<file path="src/sv/sample_dispersion_metric_macros.svh">
// Assertion macros for the sample dispersion metric block.
// No dependencies; included by modules that carry assertions.
`ifndef SAMPLE_DISPERSION_METRIC_MACROS_SVH
`define SAMPLE_DISPERSION_METRIC_MACROS_SVH
`ifndef ASSERT_OFF
`define SDM_ASSERT(label, clk, rst, prop, msg) \
   label: assert property (@(posedge clk) disable iff (rst) (prop)) else $error(msg);
`define SDM_ASSERT_R(label, clk, prop, msg) \
   label: assert property (@(posedge clk) (prop)) else $error(msg);
`else
`define SDM_ASSERT(label, clk, rst, prop, msg)
`define SDM_ASSERT_R(label, clk, prop, msg)
`endif
`endif

</file>
<file path="src/sv/sdm_pkg.sv">
// Shared types and constants for the sample dispersion metric block.
// No dependencies.
`timescale 1ns / 1ps
package sdm_pkg;
   localparam int SDM_MAX_VALUES = 256;
   localparam logic [1:0] MODE_VAR   = 2'd0;
   localparam logic [1:0] MODE_MAD   = 2'd1;
   localparam logic [1:0] MODE_NN    = 2'd2;
   localparam logic [1:0] MODE_RANGE = 2'd3;
   localparam logic [1:0] ST_OK      = 2'd0;
   localparam logic [1:0] ST_FEW     = 2'd1;
   localparam logic [1:0] ST_DROP    = 2'd2;
   localparam logic [1:0] ST_SAT     = 2'd3;
   localparam logic [31:0] SAT_MAX   = 32'h7FFF_FFFF;

   typedef enum logic [3:0] {
      S_LOAD, S_RD_I, S_RD_J, S_ACC, S_NN_END, S_SQ_MUL, S_DIV_SET,
      S_DIV_RUN, S_DONE, S_OUT
   } sdm_state_type;
endpackage

</file>
<file path="src/sv/sdm_divider.sv">
// Restoring divider, one quotient bit per cycle, saturating quotient.
// Depends on sdm_pkg.
`timescale 1ns / 1ps
module sdm_divider import sdm_pkg::*; #(
   parameter int NW = 112,
   parameter int DW = 24
) (
   input  logic          clock,
   input  logic          reset,
   input  logic          start,
   input  logic [NW-1:0] dividend,
   input  logic [DW-1:0] divisor,
   output logic          done,
   output logic [31:0]   quotient,
   output logic          saturated
);
   localparam int CW = $clog2(NW + 1);
   logic [NW-1:0] num_ff, num_in;
   logic [DW:0]   rem_ff, rem_in;
   logic [NW-1:0] quo_ff, quo_in;
   logic [CW-1:0] cnt_ff, cnt_in;
   logic          busy_ff, busy_in;
   logic [DW:0]   trial;

   always_comb begin
      num_in = num_ff; rem_in = rem_ff; quo_in = quo_ff;
      cnt_in = cnt_ff; busy_in = busy_ff;
      trial = {rem_ff[DW-1:0], num_ff[NW-1]};
      if (start) begin
         num_in = dividend; rem_in = '0; quo_in = '0;
         cnt_in = CW'(NW); busy_in = 1'b1;
      end else if (busy_ff) begin
         num_in = num_ff << 1;
         if (trial >= {1'b0, divisor}) begin
            rem_in = trial - {1'b0, divisor};
            quo_in = {quo_ff[NW-2:0], 1'b1};
         end else begin
            rem_in = trial;
            quo_in = {quo_ff[NW-2:0], 1'b0};
         end
         cnt_in = cnt_ff - 1'b1;
         if (cnt_ff == CW'(1)) busy_in = 1'b0;
      end
   end

   always_ff @(posedge clock) begin
      if (reset) begin
         busy_ff <= 1'b0;
         cnt_ff  <= '0;
      end else begin
         busy_ff <= busy_in;
         cnt_ff  <= cnt_in;
      end
      num_ff <= num_in; rem_ff <= rem_in; quo_ff <= quo_in;
   end

   assign done      = busy_ff && (cnt_ff == CW'(1));
   assign saturated = (quo_in > NW'(SAT_MAX));
   assign quotient  = saturated ? SAT_MAX : quo_in[31:0];
endmodule
</file>
<file path="config.mk">
export PLATFORM = sky130hd
export DESIGN_NAME = sdm_divider
export DESIGN_NICKNAME = d
export VERILOG_FILES = /design/src/sv/sample_dispersion_metric_macros.svh /design/src/sv/sdm_pkg.sv /design/src/sv/sdm_divider.sv
export SDC_FILE = /design/constraint.sdc
export NUM_CORES = 1
export LEC_CHECK = 0
export ABC_AREA = 1
export BUFFER_PORTS_ARGS = -buffer_cell sky130_fd_sc_hd__buf_2
export CORE_MARGIN = 1
export CORE_UTILIZATION = 58
export DETAILED_ROUTE_END_ITERATION = 12
export PLACE_DENSITY = 0.8
export SYNTH_ARGS = -nofsm -noshare
export SYNTH_HDL_FRONTEND = slang
export SYNTH_SLANG_ARGS = --single-unit
</file>
<file path="constraint.sdc">
create_clock -name clock -period 6.8 [get_ports clock]
set_input_delay 1.02 -clock clock [delete_from_list [all_inputs] [get_ports clock]]
set_output_delay 1.02 -clock clock [all_outputs]
set_load 0.05 [all_outputs]
</file>
* Word level (Yosys, flattened, before mapping)
Index checks and enable logic that the tools add are counted.
Widths: inputs -> output; s select.
** Storage, ports and cells
- Output and inout port bits :: 34
- Word-level logic and storage cells :: 26
- Register bits :: 256
** Cells by class
- Equal/unequal tests :: 1
- Add/subtract/negate cells :: 2
- $lt $le $gt $ge :: 2
- Mux-type cells :: 12
- Reductions and logical operators :: 3
** Operators by type and width (count)
- $mux 112 :: 4
- $gt 112x31->1 const B :: 1
- $mux 32 :: 1
- $ge 25x24->1 :: 1
- $mux 24 :: 1
- $sub 24x24->24 :: 1
- $mux 7 :: 2
- $eq 7x1->1 const B :: 1
- $sub 7x1->7 const B :: 1
- $mux 1 :: 4
- $reduce_bool 2->1 :: 1
- $reduce_or 2->1 :: 1
- $logic_and 1x1->1 :: 1

* Logic depth before layout (Yosys ltp)
- Word-level depth :: 6
- Depth in mapped cells :: 15

* Worst setup path before layout
OpenSTA, ideal clock, no wires.
- Path type :: input port to output port
- From :: input start
- To :: output quotient[1]
- Buffers on the path :: 3
- Setup slack :: 0.412 ns
- Cell stages on the path :: 8
- Arrival :: 5.368 ns
- Path through :: buf_4 inv_4 nand2_4 buf_4 clkbuf_1 o22ai_1 inv_1 nand2_1
** Between the ends
- Cells in the longest elaborated chain, start to end :: 3
** RTL lines
- from (decl) :: RTL line sdm_divider.sv:10 : input logic start,
- $mux 112 * :: RTL line sdm_divider.sv:29 : if (start) begin
- net quo_in[1] :: RTL line sdm_divider.sv:20 : logic [NW-1:0] quo_ff, quo_in;
- $gt 112x31->1 :: RTL line sdm_divider.sv:58 : assign saturated = (quo_in > NW'(SAT_MAX));
- $mux 32 * :: RTL line sdm_divider.sv:59 : assign quotient = saturated ? SAT_MAX : quo_in[31:0];
- to (decl) :: RTL line sdm_divider.sv:14 : output logic [31:0] quotient,
The timed path passes the listed nets; every way through them passes the cells marked *.

* Worst setup path after layout
- From :: input start
- To :: output quotient[7]
** Between the ends
- Cells in the longest elaborated chain, start to end :: 3
** RTL lines (RTL line)
- $mux 112 * :: sdm_divider.sv:29
- $gt 112x31->1 :: sdm_divider.sv:58
- $mux 32 * :: sdm_divider.sv:59
Every way passes the cells marked *; elsewhere a longest branch is shown, timed or not.

==> results.cfg <==
[floorplanning]
io_pins = 173
start_util_pct = 59.47
rows = 54
floorplan.die.width_um = 151.8
die_area_mm2 = 0.02305
die_h_um = 151.8
core_mm2 = 0.02189

[timing]
worst_pin_slew_ps = 1231
layout_setup_ws_ps = 1581
fin_setup_tns_ps = 0
skew_ps = 10.90
hold_viol_final = 0
drv_slew = 0
period_share_pct = 76.75
rsz0062_at_grt = no
fin_crit_ps = 5219
setup_viol = 0
holdWs_ps = 475.7
max_freq_ghz = 0.1916
max_slew_margin_pct = 17.90

[drt]
antenna_left = 0
remaining_drc_errors = 0
routedWlPerCell_um = 12.57
drtIter0Drc = 678
dr.pass1.iters = 5
vias = 11210
viasPerCell = 4.940
wl_um = 28540

[logic_synthesis]
avgSynthCellArea_um2 = 7.110
ys_ff_latch = 256
ys_top_cells_by_count = 772 x nand2_1, 331 x inv_1, 144 x dfxtp_1, 144 x nor2_1, 112 x edfxtp_1
yosysMostFrequentCell = nand2_1
async_flop_share_pct = 0
yosys.area.top_type = edfxtp_1
synth_cell_type_count = 36
synthesis.nets = 1997
ys_seq_area_share_pct = 47.98
yosysWarnings = 0
synth_edf_count = 112
yosysTopAreaCellShare_pct = 25.83
synth_area_leaders = edfxtp_1 26%, nand2_1 22%, dfxtp_1 22%
synthFlopType = dfxtp_1
syn_area_mm2 = 0.01302
netlist_instances = 1831

[min_path]
min_path_type = flop to flop

[clocking]
tritoncts = yes
cts_sinks = 256
clkTransAtPathRegs_ps = 60
clock_latency_ps = 540
clockRootBuffer = clkbuf_16
cts_setup_buffers = 0
htree_levels = 1
clk_path_buf_depth = 3
hold_buffers = 0
cts-resized-gates = 0
numCtsBuffers = 28

[global_route]
antenna_found_initial = 1
grt_pass1_vias = 10700
grt_max_degree = 124
grt_usage_pct = 24.84
grt_pass1_wl_um = 48730
gr-total-overflow = 0

[setup_path]
cpMostUsedCell = nand2_1
critPathLaunchType = input port
crit_slowest_cell = inv_2
critPathKind = input port to output port
cpPeakStageDelay_ps = 650
reg2reg_setup_slack_ps = 3720
cp_cell_sequence = buf_4 -> inv_4 -> nand2_8 -> inv_2 -> nand2_1 -> nand3_1 -> nor2_1 -> nand2_1 -> nor2_1 -> nand2_1 -> nor3_4 -> buf_4 -> nand2_1 -> buf_2
crit_path_end_kind = output port
cp.required_ps = 5780
critPathMaxFanout = 114
arrival_ps = 4200

[final_layout]
fin_util_pct = 67.48
areaGrowthSynthToFinish_pct = 13.47
finalNonFillerCells = 2270
fillers = 1919
drive_gt1_share_pct = 11.81
nets = 2134

[run]
maxCapViolations = 0

[power_and_ir_drop]
cellLeakagePower_uw = 0.007853
powerDensity_mw_per_mm2 = 240.0
vdd_ir_drop_max_mv = 0.2346

[place]
port_buffers = 171
place_hpwl_um = 19240
dp.cells = 2218
place.gp.congestion = 0.9395
place_ws_ps = 1582

[outcome]
status = complete, no violations
## cell families (layout without fill, tap and decap cells)
logic type	count (synthesis)	after routing	synth area share, %
buf+inv	407	565	12.92
fa+ha+maj	27	27	2.653
simple gates	1039	1039	31.84
xor+xnor	10	10	0.6727
compound gates	91	91	3.912
flops	256	256	47.98
other cells	1	2	0.02880
## layout make-up
cell class | count | area (um2) | share of cell area [%]
diodes | 1 | 2.502 | 0.01694
repair buffers | 179 | 918.4 | 6.217
inverters | 335 | 1262 | 8.546
well taps | 280 | 350.3 | 2.371
clock buffers | 42 | 794.5 | 5.378
flip-flops and latches | 256 | 6247 | 42.29
multi-input cells | 1168 | 5100 | 34.52
clock inverters | 9 | 97.59 | 0.6606
## metrics by stage
stage	power [uW]	cell area (um2)
after floorplan	2009	13020
after global placement	2090	13880
after detailed placement	2102	13880
after CTS	3567	14770
after global routing	3694	14770
final	3546	14770
## path summary, 6_finish.rpt
| check | startpoint | to | cells after the start |
|---|---|---|---|
| max reg2reg | rem_ff[16]$_SDFFE_PP0P_ | rem_ff[20]$_SDFFE_PP0P_ | 11 |
| min | rem_ff[10]$_SDFFE_PP0P_ | rem_ff[10]$_SDFFE_PP0P_ | 2 |
| max | start | quotient[7] | 14 |
| min reg2reg | rem_ff[10]$_SDFFE_PP0P_ | rem_ff[10]$_SDFFE_PP0P_ | 2 |
## routing by layer
| layer | part of all wire [%] | global-route usage (%) |
|---|---|---|
| met5 | 0 | 0 |
| met4 | 1.7 | 6.333 |
| met3 | 6.9 | 4.621 |
| met2 | 46 | 41.08 |
| met1 | 46 | 33.55 |
## report_power, final
| group | switching, uW | internal [uW] | total, uW |
|---|---|---|---|
| sequential | 28.8 | 1710 | 1740 |
| combinational | 220 | 110 | 329 |
| clock | 593 | 880 | 1470 |
| total | 842 | 2700 | 3550 |
## worst max-delay path: cells and delay by family
kind,cells,cell delay (ps)
buffers and inverters,5,1780
and+or+nand+nor,9,1270
## sequential cells by signal, indices dropped and copies added, names as in the netlist
| name | flops |
|---|---|
| rem_ff | 24 |
| num_ff | 112 |
| quo_ff | 112 |
| cnt_ff | 7 |
| busy_ff | 1 |
## cells in the final DEF (no fill, tap or decap), types with 2 or more instances in the layout
cell type and instances:
clkbuf_16 29, o21ai_1 4, nand4_1 29, o22ai_1 31
edfxtp_1 112, nand3_1 68, buf_2 170, nand2_1 772
dfxtp_1 143, inv_1 331, clkbuf_8 2, bufinv_16 2
clkinv_1 3, nand2_2 9, nand3b_1 6, a21oi_1 32
xnor2_1 5, buf_4 9, o21ai_0 20, clkinv_2 2
nor2_1 144, clkbuf_1 11, inv_4 2, inv_2 2
ha_1 26, nor3_1 4, xor2_1 5
No activity file was read; power rests on OpenSTA's default activity.
